$ cat src/heading_pd_drive_regulator_unit_defines.svh
// Assertion macros for the heading PD drive regulator RTL, used by hpdr_err_stage.
// Needs a clock named i_clk and an active-low reset named i_rst_n in scope.
`ifndef HEADING_PD_DRIVE_REGULATOR_UNIT_DEFINES_SVH
`define HEADING_PD_DRIVE_REGULATOR_UNIT_DEFINES_SVH

// The consequent must hold in the same cycle as the antecedent.
`define HPDR_ASSERT_SAME(label, ante, cons, msg) \
    label: assert property (@(posedge i_clk) disable iff (!i_rst_n) \
        (ante) |-> (cons)) else $error(msg);

// The consequent must hold in the cycle after the antecedent.
`define HPDR_ASSERT_NEXT(label, ante, cons, msg) \
    label: assert property (@(posedge i_clk) disable iff (!i_rst_n) \
        (ante) |=> (cons)) else $error(msg);

`endif

$ cat src/hpdr_pkg.sv
// Shared types and constants of the heading PD drive regulator.
// No dependencies; every RTL module imports this package.
package hpdr_pkg;

    // Result status codes.
    typedef enum logic [1:0] {
        ST_DRIVE = 2'd0,
        ST_BUMP  = 2'd1,
        ST_SONAR = 2'd2
    } t_status;

    // Configuration register indexes.
    localparam logic [2:0] CFG_PROP_GAIN   = 3'd0;
    localparam logic [2:0] CFG_DERIV_GAIN  = 3'd1;
    localparam logic [2:0] CFG_CORR_LIMIT  = 3'd2;
    localparam logic [2:0] CFG_FAST_SPEED  = 3'd3;
    localparam logic [2:0] CFG_SLOW_SPEED  = 3'd4;
    localparam logic [2:0] CFG_STOP_DIST   = 3'd5;
    localparam logic [2:0] CFG_WARN_DIST   = 3'd6;

    // Reset values of the configuration registers.
    localparam logic [9:0] RST_PROP_GAIN  = 10'd77;
    localparam logic [9:0] RST_DERIV_GAIN = 10'd205;
    localparam logic [6:0] RST_CORR_LIMIT = 7'd15;
    localparam logic [7:0] RST_FAST_SPEED = 8'd100;
    localparam logic [7:0] RST_SLOW_SPEED = 8'd90;
    localparam logic [7:0] RST_STOP_DIST  = 8'd15;
    localparam logic [7:0] RST_WARN_DIST  = 8'd30;

    // Angle wrap constants in degrees.
    localparam logic signed [10:0] HALF_TURN = 11'sd180;
    localparam logic signed [10:0] FULL_TURN = 11'sd360;

    typedef struct packed {
        logic [9:0] prop_gain_q8;
        logic [9:0] deriv_gain_q8;
        logic [6:0] correction_limit;
        logic [7:0] fast_speed;
        logic [7:0] slow_speed;
        logic [7:0] stop_distance;
        logic [7:0] warn_distance;
    } t_cfg;

    // Beat handed from the error stage to the drive stage.
    typedef struct packed {
        t_status            status;
        logic signed [8:0]  err;
        logic signed [9:0]  derr;
        logic [7:0]         base;
    } t_mid;

endpackage

$ cat src/heading_pd_drive_regulator_unit.sv
// Top level of the heading PD drive regulator: config registers, error stage
// and drive stage. Depends on hpdr_pkg, hpdr_cfg_regs, hpdr_err_stage, hpdr_drive_stage.
//
//  Channel   Direction  Handshake                  Payload
//  input     in         i_valid / o_stall          heading, three sonars, three bumpers
//  result    out        o_valid / i_stall          status, speed_left, speed_right
//  config    in         i_cfg_valid / o_cfg_ready  i_cfg_index, i_cfg_data
//
// A beat is accepted every cycle while o_stall is low; it moves through the input
// register, the error register and the result register in that order.
// The heading error update loops through the error stage's own state registers, so one
// beat per cycle is the sustained rate while the result side does not stall.
// Reset is synchronous and active low; it restores register defaults and drops the target.
// A stall on the result side fills the three registers before o_stall rises.
// The config port never stalls; the user must keep writes to an empty pipeline, unchecked.
module heading_pd_drive_regulator_unit import hpdr_pkg::*; (
    input  logic        i_clk,
    input  logic        i_rst_n,
    input  logic        i_valid,
    output logic        o_stall,
    input  logic [8:0]  i_heading,
    input  logic [7:0]  i_sonar_center,
    input  logic [7:0]  i_sonar_left,
    input  logic [7:0]  i_sonar_right,
    input  logic        i_bump_left,
    input  logic        i_bump_center,
    input  logic        i_bump_right,
    output logic        o_valid,
    input  logic        i_stall,
    output logic [1:0]  o_status,
    output logic [7:0]  o_speed_left,
    output logic [7:0]  o_speed_right,
    input  logic        i_cfg_valid,
    output logic        o_cfg_ready,
    input  logic [2:0]  i_cfg_index,
    input  logic [9:0]  i_cfg_data
);

    t_cfg  w_cfg;
    t_mid  w_mid;
    logic  w_mid_valid;
    logic  w_mid_ready;
    logic  w_bumped;

    // Only the fact that some bumper is pressed matters downstream.
    assign w_bumped = i_bump_left | i_bump_center | i_bump_right;

    hpdr_cfg_regs u_cfg (
        .i_clk       (i_clk),
        .i_rst_n     (i_rst_n),
        .i_cfg_valid (i_cfg_valid),
        .i_cfg_index (i_cfg_index),
        .i_cfg_data  (i_cfg_data),
        .o_cfg_ready (o_cfg_ready),
        .o_cfg       (w_cfg)
    );

    // Stop detection, target capture and the wrapped heading error.
    hpdr_err_stage u_err (
        .i_clk          (i_clk),
        .i_rst_n        (i_rst_n),
        .i_cfg          (w_cfg),
        .i_valid        (i_valid),
        .o_stall        (o_stall),
        .i_heading      (i_heading),
        .i_sonar_center (i_sonar_center),
        .i_sonar_left   (i_sonar_left),
        .i_sonar_right  (i_sonar_right),
        .i_bumped       (w_bumped),
        .o_mid_valid    (w_mid_valid),
        .o_mid          (w_mid),
        .i_mid_ready    (w_mid_ready)
    );

    // PD multiply, clamp and wheel saturation into the result register.
    hpdr_drive_stage u_drive (
        .i_clk         (i_clk),
        .i_rst_n       (i_rst_n),
        .i_cfg         (w_cfg),
        .i_mid_valid   (w_mid_valid),
        .i_mid         (w_mid),
        .o_mid_ready   (w_mid_ready),
        .o_valid       (o_valid),
        .i_stall       (i_stall),
        .o_status      (o_status),
        .o_speed_left  (o_speed_left),
        .o_speed_right (o_speed_right)
    );

endmodule

$ cat src/hpdr_cfg_regs.sv
// Configuration register file of the heading PD drive regulator.
// Depends on hpdr_pkg for register indexes, reset values and t_cfg.
module hpdr_cfg_regs import hpdr_pkg::*; (
    input  logic        i_clk,
    input  logic        i_rst_n,
    input  logic        i_cfg_valid,
    input  logic [2:0]  i_cfg_index,
    input  logic [9:0]  i_cfg_data,
    output logic        o_cfg_ready,
    output t_cfg        o_cfg
);

    t_cfg r_cfg;
    t_cfg n_cfg;

    assign o_cfg_ready = 1'b1;
    assign o_cfg       = r_cfg;

    always_comb begin
        n_cfg = r_cfg;
        if (i_cfg_valid) begin
            case (i_cfg_index)
                CFG_PROP_GAIN:  n_cfg.prop_gain_q8     = i_cfg_data;
                CFG_DERIV_GAIN: n_cfg.deriv_gain_q8    = i_cfg_data;
                CFG_CORR_LIMIT: n_cfg.correction_limit = i_cfg_data[6:0];
                CFG_FAST_SPEED: n_cfg.fast_speed       = i_cfg_data[7:0];
                CFG_SLOW_SPEED: n_cfg.slow_speed       = i_cfg_data[7:0];
                CFG_STOP_DIST:  n_cfg.stop_distance    = i_cfg_data[7:0];
                CFG_WARN_DIST:  n_cfg.warn_distance    = i_cfg_data[7:0];
                default:        n_cfg = r_cfg;
            endcase
        end
    end

    always_ff @(posedge i_clk) begin
        if (!i_rst_n) begin
            r_cfg.prop_gain_q8     <= RST_PROP_GAIN;
            r_cfg.deriv_gain_q8    <= RST_DERIV_GAIN;
            r_cfg.correction_limit <= RST_CORR_LIMIT;
            r_cfg.fast_speed       <= RST_FAST_SPEED;
            r_cfg.slow_speed       <= RST_SLOW_SPEED;
            r_cfg.stop_distance    <= RST_STOP_DIST;
            r_cfg.warn_distance    <= RST_WARN_DIST;
        end else begin
            r_cfg <= n_cfg;
        end
    end

endmodule

$ cat src/hpdr_err_stage.sv
// Input register and heading error stage: stop detection, target capture,
// wrapped error and its difference. Depends on hpdr_pkg and the defines header.
`include "heading_pd_drive_regulator_unit_defines.svh"

module hpdr_err_stage import hpdr_pkg::*; (
    input  logic        i_clk,
    input  logic        i_rst_n,
    input  t_cfg        i_cfg,
    input  logic        i_valid,
    output logic        o_stall,
    input  logic [8:0]  i_heading,
    input  logic [7:0]  i_sonar_center,
    input  logic [7:0]  i_sonar_left,
    input  logic [7:0]  i_sonar_right,
    input  logic        i_bumped,
    output logic        o_mid_valid,
    output t_mid        o_mid,
    input  logic        i_mid_ready
);

    // Input register.
    logic              r_in_valid;
    logic [8:0]        r_heading;
    logic [7:0]        r_sonar_c;
    logic [7:0]        r_sonar_l;
    logic [7:0]        r_sonar_r;
    logic              r_bumped;

    // Heading loop state.
    logic              r_target_valid;
    logic [8:0]        r_target_heading;
    logic signed [8:0] r_last_error;

    // Stage output register.
    logic              r_mid_valid;
    t_mid              r_mid;

    logic              w_accept;
    logic              w_advance;
    logic              w_mid_ready;
    logic              w_blocked;
    logic              w_slow;
    logic              w_stop;
    logic [8:0]        w_tgt;
    logic signed [8:0] w_lerr;
    logic signed [10:0] w_raw;
    logic signed [10:0] w_wrap;
    logic signed [10:0] w_err11;
    t_mid              n_mid;

    assign w_mid_ready = !r_mid_valid || i_mid_ready;
    assign w_advance   = r_in_valid && w_mid_ready;
    assign o_stall     = r_in_valid && !w_mid_ready;
    assign w_accept    = i_valid && !o_stall;

    assign w_blocked = (r_sonar_c <= i_cfg.stop_distance) ||
                       (r_sonar_l <= i_cfg.stop_distance) ||
                       (r_sonar_r <= i_cfg.stop_distance);
    assign w_slow    = (r_sonar_c < i_cfg.warn_distance) ||
                       (r_sonar_l < i_cfg.warn_distance) ||
                       (r_sonar_r < i_cfg.warn_distance);
    assign w_stop    = r_bumped || w_blocked;

    // The first driving beat after a stop captures its own heading.
    assign w_tgt  = r_target_valid ? r_target_heading : r_heading;
    assign w_lerr = r_target_valid ? r_last_error : 9'sd0;

    always_comb begin
        w_raw   = $signed({2'b00, w_tgt}) - $signed({2'b00, r_heading});
        w_wrap  = (w_raw > HALF_TURN) ? (w_raw - FULL_TURN) : w_raw;
        w_err11 = (w_wrap < -HALF_TURN) ? (w_wrap + FULL_TURN) : w_wrap;

        n_mid.err  = w_err11[8:0];
        n_mid.derr = {n_mid.err[8], n_mid.err} - {w_lerr[8], w_lerr};
        n_mid.base = w_slow ? i_cfg.slow_speed : i_cfg.fast_speed;
        if (r_bumped) begin
            n_mid.status = ST_BUMP;
        end else if (w_blocked) begin
            n_mid.status = ST_SONAR;
        end else begin
            n_mid.status = ST_DRIVE;
        end
    end

    always_ff @(posedge i_clk) begin
        if (w_accept) begin
            r_heading <= i_heading;
            r_sonar_c <= i_sonar_center;
            r_sonar_l <= i_sonar_left;
            r_sonar_r <= i_sonar_right;
            r_bumped  <= i_bumped;
        end
        if (w_advance) begin
            r_mid <= n_mid;
        end
    end

    always_ff @(posedge i_clk) begin
        if (!i_rst_n) begin
            r_in_valid       <= 1'b0;
            r_mid_valid      <= 1'b0;
            r_target_valid   <= 1'b0;
            r_target_heading <= '0;
            r_last_error     <= '0;
        end else begin
            if (w_accept) begin
                r_in_valid <= 1'b1;
            end else if (w_advance) begin
                r_in_valid <= 1'b0;
            end
            if (w_advance) begin
                r_mid_valid <= 1'b1;
            end else if (i_mid_ready) begin
                r_mid_valid <= 1'b0;
            end
            if (w_advance) begin
                if (w_stop) begin
                    r_target_valid   <= 1'b0;
                    r_target_heading <= '0;
                    r_last_error     <= '0;
                end else begin
                    r_target_valid   <= 1'b1;
                    r_target_heading <= w_tgt;
                    r_last_error     <= n_mid.err;
                end
            end
        end
    end

    assign o_mid_valid = r_mid_valid;
    assign o_mid       = r_mid;

    `HPDR_ASSERT_SAME(a_no_target_no_error, !r_target_valid, r_last_error == 9'sd0,
        "previous error is nonzero without a captured target")
    `HPDR_ASSERT_SAME(a_err_wrapped, r_mid_valid && (r_mid.status == ST_DRIVE),
        (r_mid.err >= -9'sd180) && (r_mid.err <= 9'sd180),
        "heading error left the wrapped range")
    `HPDR_ASSERT_NEXT(a_stop_drops_target, w_advance && w_stop, !r_target_valid,
        "a stop beat did not drop the captured target")

endmodule

$ cat src/hpdr_drive_stage.sv
// PD correction, clamp and wheel speed saturation, ending in the result register.
// Depends on hpdr_pkg for t_cfg, t_mid and the status codes.
module hpdr_drive_stage import hpdr_pkg::*; (
    input  logic        i_clk,
    input  logic        i_rst_n,
    input  t_cfg        i_cfg,
    input  logic        i_mid_valid,
    input  t_mid        i_mid,
    output logic        o_mid_ready,
    output logic        o_valid,
    input  logic        i_stall,
    output logic [1:0]  o_status,
    output logic [7:0]  o_speed_left,
    output logic [7:0]  o_speed_right
);

    logic               r_valid;
    logic [1:0]         r_status;
    logic [7:0]         r_speed_l;
    logic [7:0]         r_speed_r;

    logic               w_load;
    logic signed [21:0] w_p_term;
    logic signed [21:0] w_d_term;
    logic signed [21:0] w_corr;
    logic signed [21:0] w_limit;
    logic signed [21:0] w_clamped;
    logic signed [21:0] w_base;
    logic signed [21:0] w_sum_l;
    logic signed [21:0] w_sum_r;
    logic [7:0]         n_speed_l;
    logic [7:0]         n_speed_r;

    // Truncation toward zero of a negative sum never gives a positive speed,
    // so any negative sum reads as zero.
    function automatic logic [7:0] wheel_sat(input logic signed [21:0] sum_q8);
        logic [7:0] res;
        if (sum_q8[21]) begin
            res = 8'd0;
        end else if (|sum_q8[20:16]) begin
            res = 8'hFF;
        end else begin
            res = sum_q8[15:8];
        end
        return res;
    endfunction

    assign o_mid_ready = !r_valid || !i_stall;
    assign w_load      = i_mid_valid && o_mid_ready;

    always_comb begin
        // Both factors are widened to the full term width before the multiply.
        w_p_term = $signed({12'd0, i_cfg.prop_gain_q8}) *
                   $signed({{13{i_mid.err[8]}}, i_mid.err});
        w_d_term = $signed({12'd0, i_cfg.deriv_gain_q8}) *
                   $signed({{12{i_mid.derr[9]}}, i_mid.derr});
        w_corr   = w_p_term + w_d_term;
        w_limit  = $signed({7'd0, i_cfg.correction_limit, 8'd0});
        if (w_corr > w_limit) begin
            w_clamped = w_limit;
        end else if (w_corr < -w_limit) begin
            w_clamped = -w_limit;
        end else begin
            w_clamped = w_corr;
        end
        w_base  = $signed({6'd0, i_mid.base, 8'd0});
        w_sum_l = w_base + w_clamped;
        w_sum_r = w_base - w_clamped;
        if (i_mid.status == ST_DRIVE) begin
            n_speed_l = wheel_sat(w_sum_l);
            n_speed_r = wheel_sat(w_sum_r);
        end else begin
            n_speed_l = 8'd0;
            n_speed_r = 8'd0;
        end
    end

    always_ff @(posedge i_clk) begin
        if (w_load) begin
            r_status  <= i_mid.status;
            r_speed_l <= n_speed_l;
            r_speed_r <= n_speed_r;
        end
    end

    always_ff @(posedge i_clk) begin
        if (!i_rst_n) begin
            r_valid <= 1'b0;
        end else if (w_load) begin
            r_valid <= 1'b1;
        end else if (!i_stall) begin
            r_valid <= 1'b0;
        end
    end

    assign o_valid       = r_valid;
    assign o_status      = r_status;
    assign o_speed_left  = r_speed_l;
    assign o_speed_right = r_speed_r;

endmodule

$ cat config.mk
export PLATFORM = sky130hd
export DESIGN_NAME = heading_pd_drive_regulator_unit
export DESIGN_NICKNAME = d
export VERILOG_FILES = /design/src/hpdr_pkg.sv /design/src/heading_pd_drive_regulator_unit.sv /design/src/hpdr_cfg_regs.sv /design/src/hpdr_err_stage.sv /design/src/hpdr_drive_stage.sv
export VERILOG_INCLUDE_DIRS = /design/src /design/src/src
export SDC_FILE = /design/constraint.sdc
export NUM_CORES = 1
export LEC_CHECK = 0
export BUFFER_PORTS_ARGS = -buffer_cell sky130_fd_sc_hd__buf_2
export CAP_MARGIN = 20
export CORE_UTILIZATION = 60
export DETAILED_ROUTE_END_ITERATION = 10
export PLACE_DENSITY = 0.78
export SYNTH_ARGS = -nofsm -noshare
export SYNTH_HDL_FRONTEND = slang
export SYNTH_SLANG_ARGS = --single-unit
$ cat constraint.sdc
create_clock -name i_clk -period 23.5 [get_ports i_clk]
set_input_delay 4.7 -clock i_clk [delete_from_list [all_inputs] [get_ports i_clk]]
set_output_delay 4.7 -clock i_clk [all_outputs]
set_load 0.02 [all_outputs]
==> flow_summary.toml, run 1 <==
[sta]
setup_tns_ps = 0
max-slew-margin-rel_pct = 29.9
worst_pin_slew_ps = 1040
rsz0062_at_grt = "no"
finalCritPeriodShare_pct = 49.5
min_period_ps = 11640
setup-violations-final = 0
finalMaxSlewViolations = 0
hold_viol_final = 0
fin_skew_ps = 20.8
fmax_ghz = 0.0859

[clock_network]
clock_sinks = 162
clkLatencyLatePin_ps = 440
cts_tree = "built"
clockBufferDepth = 2
cts_inserted_buffers = 17
path_clk_slew_ps = 70
post_cts_resized = 0
post_cts_buffers = 0
cts_hold_buf = 0
root_buffer = "clkbuf_16"
cts_htree_levels = 4

[synth]
ys_seq_area_share_pct = 23.5
postSynthCellCount = 1903
avgSynthCellArea_um2 = 9.06
synth-edff-count = 81
synth.top_cell.area_share_pct = 18.1
synthSimpleGateAreaFrac_pct = 17.3
synthTopCellsByCount = "ha_1 (249), nand2_1 (236), inv_1 (234)"
synth-seq-cells = 162
yosys_warnings = 0
synth_compound_area_share_pct = 15.1
synth_cell_type_count = 85
synth_top_family_by_area = "adder cells"
synth_area_leaders = "ha_1 (18%), fa_1 (14%), edfxtp_1 (14%)"
yosys.area.top_type = "ha_1"
synth_fa_ha_area_share_pct = 32.5
synth_xor_area_share_pct = 3.91
synth_area_um2 = 17200
synth_flop_cell = "edfxtp_1"
synthArstFlopShare_pct = 0
syn-num-nets = 2330
synthMuxAreaShare_pct = 1.10
synth_most_common_cell = "ha_1"

[critical_path]
crit_top_cell = "fa_1"
start_kind = "flop"
crit_family = "compound AO/OA/AOI/OAI gates"
critPathMaxStageDelay_ps = 610
worst-path-max-fanout = 19
worst_ep_arrival_time_ps = 11830
cpMaxStageDelayCell = "o311ai_1"
critical_path_required_ps = 23690
worst-setup-path-type = "reg -> reg"
crit_path_end_kind = "flop"
path_buf_inv = 4

[status]
outcome = "complete, no violations"

[detailed_routing]
drtIter0Drc = 813
num_vias = 13400
routed_via_density = 5.73
firstDrtPassIters = 8
drt-total-wl_um = 38900
wl_per_cell_um = 16.7
drtAntennaViolNets = 0
drcViolationCount = 0

[placed_design]
dp_hpwl_um = 31300
post-place-cells = 2295
gp_congestion = 0.929
io_buffers = 73

[cells_and_area]
drive_above_1_share_pct = 7.33
area_growth_pct = 7.24
multi_input_area_um2 = 12100
fin_cells = 2330
nFillCells = 2267
nets = 2365
seqCellArea_um2 = 4050

[floorplanning]
ioPinCount = 75
fp-row-count = 61
die_height_um = 172
die_w_um = 172
core_um2 = 28000
start_util_pct = 61.5
die_area_um2 = 29400

[run]
maxCapViolCount = 0

[grt]
grt_antenna_before_repair = 3
grt_max_degree = 78
grt_pass1_wl_um = 65000
overflow = 0
grt_pass1_vias = 13500
gr-usage-all-layers_pct = 28.2

[min_path]
hold_path.class = "reg -> reg"
## flip-flops by register name, indices dropped and copies added (netlist names), 2 cells and up
| register | count |
|---|---|
| u_err.r_heading | 9 |
| u_drive.o_speed_left | 8 |
| u_err.o_mid | 29 |
| u_err.r_target_heading | 9 |
| u_cfg.o_cfg | 59 |
| u_err.r_sonar_l | 8 |
| u_err.r_last_error | 9 |
| u_err.r_sonar_r | 8 |
| u_drive.o_speed_right | 8 |
| u_err.r_sonar_c | 8 |
| u_drive.o_status | 2 |
## area by class of cell
class / instances / area share, %
Timing Repair Buffer: 79 / 2.26
Clock buffer: 19 / 2.40
Sequential cell: 162 / 21.9
Clock inverter: 13 / 0.785
Tap cell: 378 / 2.56
Antenna cell: 1 / 0.0135
Inverter: 234 / 4.75
Multi-Input combinational cell: 1444 / 65.3
## tightest hold or removal path: stages, from the launching register on
cell     delay, ps
dfxtp_1        320
nand2_1         50
nand3_1         60
## cells by family (layout without fill, tap and decap cells)
logic type / count (synthesis) / in the layout
xor+xnor: 77 / 77
mux: 17 / 17
compound gates: 373 / 373
flops: 162 / 162
other cells: 1 / 2
simple gates: 602 / 602
buf+inv: 297 / 345
fa+ha+maj: 374 / 374
## through the flow
stage	utilization (%)	worst slack [ps]	hold WS [ps]	area [um^2]
6_report	66.0	11860	465	18500
2_1_floorplan	-	13130	424	17200
4_1_cts	65.9	11890	468	18500
3_5_place_dp	63.8	12010	451	17900
5_1_grt	66.0	10670	483	18500
3_3_place_gp	63.8	12370	447	17900
## routing by layer
metal | part of all wire (%) | GRT usage [%] | up-vias
met2 | 47 | 47.7 | 380
met4 | 4.0 | 11.3 | 2
li1 | - | - | 6547
met3 | 5.4 | 4.74 | 70
met5 | 0.028 | 0 | -
met1 | 44 | 35.7 | 6353
## final timing paths
kind / startpoint / to / slack (ps) / cells after the start
max: u_err.o_mid[26] / u_drive.o_speed_right[5] / 11860 / 42
max reg2reg: u_err.o_mid[26] / u_drive.o_speed_right[5] / 11860 / 42
min: u_cfg.o_cfg[19] / u_cfg.o_cfg[19] / 460 / 2
min reg2reg: u_cfg.o_cfg[19] / u_cfg.o_cfg[19] / 460 / 2
## placed cells by master, fill, tap and decap left out, types with 28 or more instances in the layout
cell type,n
ha_1,249
nand3_1,44
dfxtp_1,81
a21boi_0,48
nand2_1,236
a21oi_1,80
o21a_1,28
nor2b_1,48
inv_1,234
and2_1,109
o21ai_0,63
xnor2_1,52
a21o_1,30
nor2_1,59
edfxtp_1,81
buf_2,73
fa_1,124
Power of run 1 is not shown: default switching activity piles up to over one toggle a cycle in this logic, so the estimate is an artifact.
==> run 2, diff against run 1 <==
--- a/config.mk
+++ b/config.mk
@@ -6,11 +6,12 @@
 export SDC_FILE = /design/constraint.sdc
 export NUM_CORES = 1
 export LEC_CHECK = 0
+export ABC_AREA = 1
 export BUFFER_PORTS_ARGS = -buffer_cell sky130_fd_sc_hd__buf_2
 export CAP_MARGIN = 20
-export CORE_UTILIZATION = 60
+export CORE_UTILIZATION = 58
 export DETAILED_ROUTE_END_ITERATION = 10
-export PLACE_DENSITY = 0.78
+export PLACE_DENSITY = 0.79
 export SYNTH_ARGS = -nofsm -noshare
 export SYNTH_HDL_FRONTEND = slang
 export SYNTH_SLANG_ARGS = --single-unit
==> constraint.sdc (replaced) <==
create_clock -name i_clk -period 10 [get_ports i_clk]
set_input_delay 2 -clock i_clk [delete_from_list [all_inputs] [get_ports i_clk]]
set_output_delay 2 -clock i_clk [all_outputs]
set_load 0.02 [all_outputs]
==> flow_summary.toml, run 2 <==
[status]
outcome = "finished with violations"
failed_checks = "negative setup slack"

[critical_path]
cpMaxStageDelayCell = "fa_1"
critical_path_required_ps = 10170
crit_path_end_kind = "flop"
worst-path-max-fanout = 8
worst_ep_arrival_time_ps = 10240
critPathMaxStageDelay_ps = 570
worst-setup-path-type = "reg -> reg"
start_kind = "flop"

[cells_and_area]
largest_reg_flops = 59
area_growth_pct = 16.9
drive_above_1_share_pct = 18.2
finish.utilization_pct = 69.1
final_cell_mix = "nand2_1 (457), inv_1 (443), ha_1 (232)"
nets = 2844
final_common_cell = "nand2_1"

[synth]
synth.top_cell.area_share_pct = 17.7
ys_seq_area_share_pct = 23.1
synth-seq-cells = 162
synth_flop_cell = "edfxtp_1"
synthTopCellsByCount = "nand2_1 (479), inv_1 (463), ha_1 (249)"
avgSynthCellArea_um2 = 7.79
yosys.area.top_type = "ha_1"
synth_area_leaders = "ha_1 (18%), fa_1 (14%), edfxtp_1 (14%)"
synthArstFlopShare_pct = 0
synth_cell_type_count = 56
synth_most_common_cell = "nand2_1"
synth-edff-count = 81
synth_area_um2 = 17600
yosys_warnings = 0
syn-num-nets = 2681
postSynthCellCount = 2254

[sta]
worst_pin_slew_ps = 1020
finalCritPeriodShare_pct = 101
hold_viol_final = 0
setup-violations-final = 8
setup_ws_ps = -75.3
min_period_ps = 10080
finalMaxSlewViolations = 0
fin_skew_ps = 20.5
max-slew-margin-rel_pct = 31.8
fmax_ghz = 0.0993
rsz0062_at_grt = "yes"

[placed_design]
dp_hpwl_um = 35000
gp_congestion = 0.943
io_buffers = 73

[floorplanning]
core_um2 = 29700
die_area_um2 = 31000
ioPinCount = 75
die_w_um = 176
start_util_pct = 59.1
die_height_um = 176
fp-row-count = 63

[grt]
grt_max_degree = 58
grt_pass1_vias = 15000
gr-usage-all-layers_pct = 28.7
grt_antenna_before_repair = 1
overflow = 0
grt_pass1_wl_um = 70200

[detailed_routing]
num_vias = 15300
highest_layer = "met4"
firstDrtPassIters = 6
met1Wirelength_um = 17300
drt-total-wl_um = 45400
drtAntennaViolNets = 0
met2_wirelength_um = 22200
drtIter0Drc = 1062
wl_per_cell_um = 16.1
routed_via_density = 5.42
route.met3.wl_um = 2960
drcViolationCount = 0

[clock_network]
clkLatencyLatePin_ps = 440
path_clk_slew_ps = 80
cts_inserted_buffers = 17
root_buffer = "clkbuf_16"
cts_hold_buf = 0
cts_tree = "built"
cts_htree_levels = 4
clockBufferDepth = 2
clock_sinks = 162

[run]
maxCapViolCount = 0

[min_path]
hold_path.class = "reg -> reg"
## run 2: cell types whose count changed after synthesis, sizes merged, moves of 49 or more
cell	change
nor2b	-49
nor2	+101
and2	-108
inv	+241
a21oi	+61
nand2	+260
## run 2: cell families (layout without fill, tap and decap cells)
| group | Yosys count | in the layout | share of synthesized area, % |
|---|---|---|---|
| fa+ha+maj | 373 | 373 | 31.9 |
| compound gates | 312 | 312 | 10.0 |
| buf+inv | 539 | 714 | 11.6 |
| xor+xnor | 91 | 91 | 4.54 |
| other cells | 1 | 2 | 0.0214 |
| simple gates | 776 | 777 | 18.8 |
| flops | 162 | 162 | 23.1 |
## run 2: area by class of cell
cell class | count | area, um^2
multi-input cells | 1554 | 12200
fillers | 2259 | 9190
flip-flops and latches | 162 | 4060
inverters | 481 | 1810
repair buffers | 201 | 1380
well taps | 390 | 488
clock buffers | 18 | 429
clock inverters | 14 | 165
diodes | 1 | 2.50
## run 2: through the flow
stage / TNS (ps) / hold slack (ps) / setup slack [ps] / cells / instance area (um^2)
final: -355 / 453 / -75.3 / 2821 / 20500
after global routing: -8770 / 479 / -584 / 2820 / 20500
after CTS: 0 / 454 / 2.96 / 2776 / 19500
after detailed placement: -2840 / 444 / -318 / 2740 / 18800
after global placement: -96.6 / 436 / -37.5 / 2740 / 18800
after floorplan: 0 / 425 / 13.4 / 2254 / 17600
## run 2: per-layer routing
| layer | vias to the layer above | GRT usage (%) |
|---|---|---|
| li1 | 7416 | - |
| met2 | 656 | 51.2 |
| met3 | 152 | 4.18 |
| met5 | - | 0 |
| met1 | 7068 | 32.8 |
| met4 | 0 | 16.2 |
## run 2: worst paths after layout
| kind | startpoint | endpoint | slack (ps) | depth (start not counted) |
|---|---|---|---|---|
| min reg2reg | u_cfg.o_cfg[25] | u_cfg.o_cfg[25] | 450 | 2 |
| max | u_err.o_mid[11] | u_drive.o_speed_left[7] | -80 | 57 |
| max reg2reg | u_err.o_mid[11] | u_drive.o_speed_left[7] | -80 | 57 |
| min | u_cfg.o_cfg[25] | u_cfg.o_cfg[25] | 450 | 2 |
## run 2: timing repair
item	4_1_cts	5_1_grt
endpoints found under the setup margin	16	16
endpoints found under the hold margin	0	0
pin swaps	11	94
gates resized for setup	24	163
gates cloned	1	0
setup buffers	3	42
## run 2: worst max-delay path: cells and delay by family (launching register included)
kind                     cells  cell delay (ps)
AO/OA/AOI/OAI               17             2700
buffers and inverters        7              520
adder cells (fa/ha/maj)      9             3720
flip-flops                   1              490
AND/OR/NAND/NOR             23             2150
XOR/XNOR                     1              240
Power of run 2 is left out for the same reason.
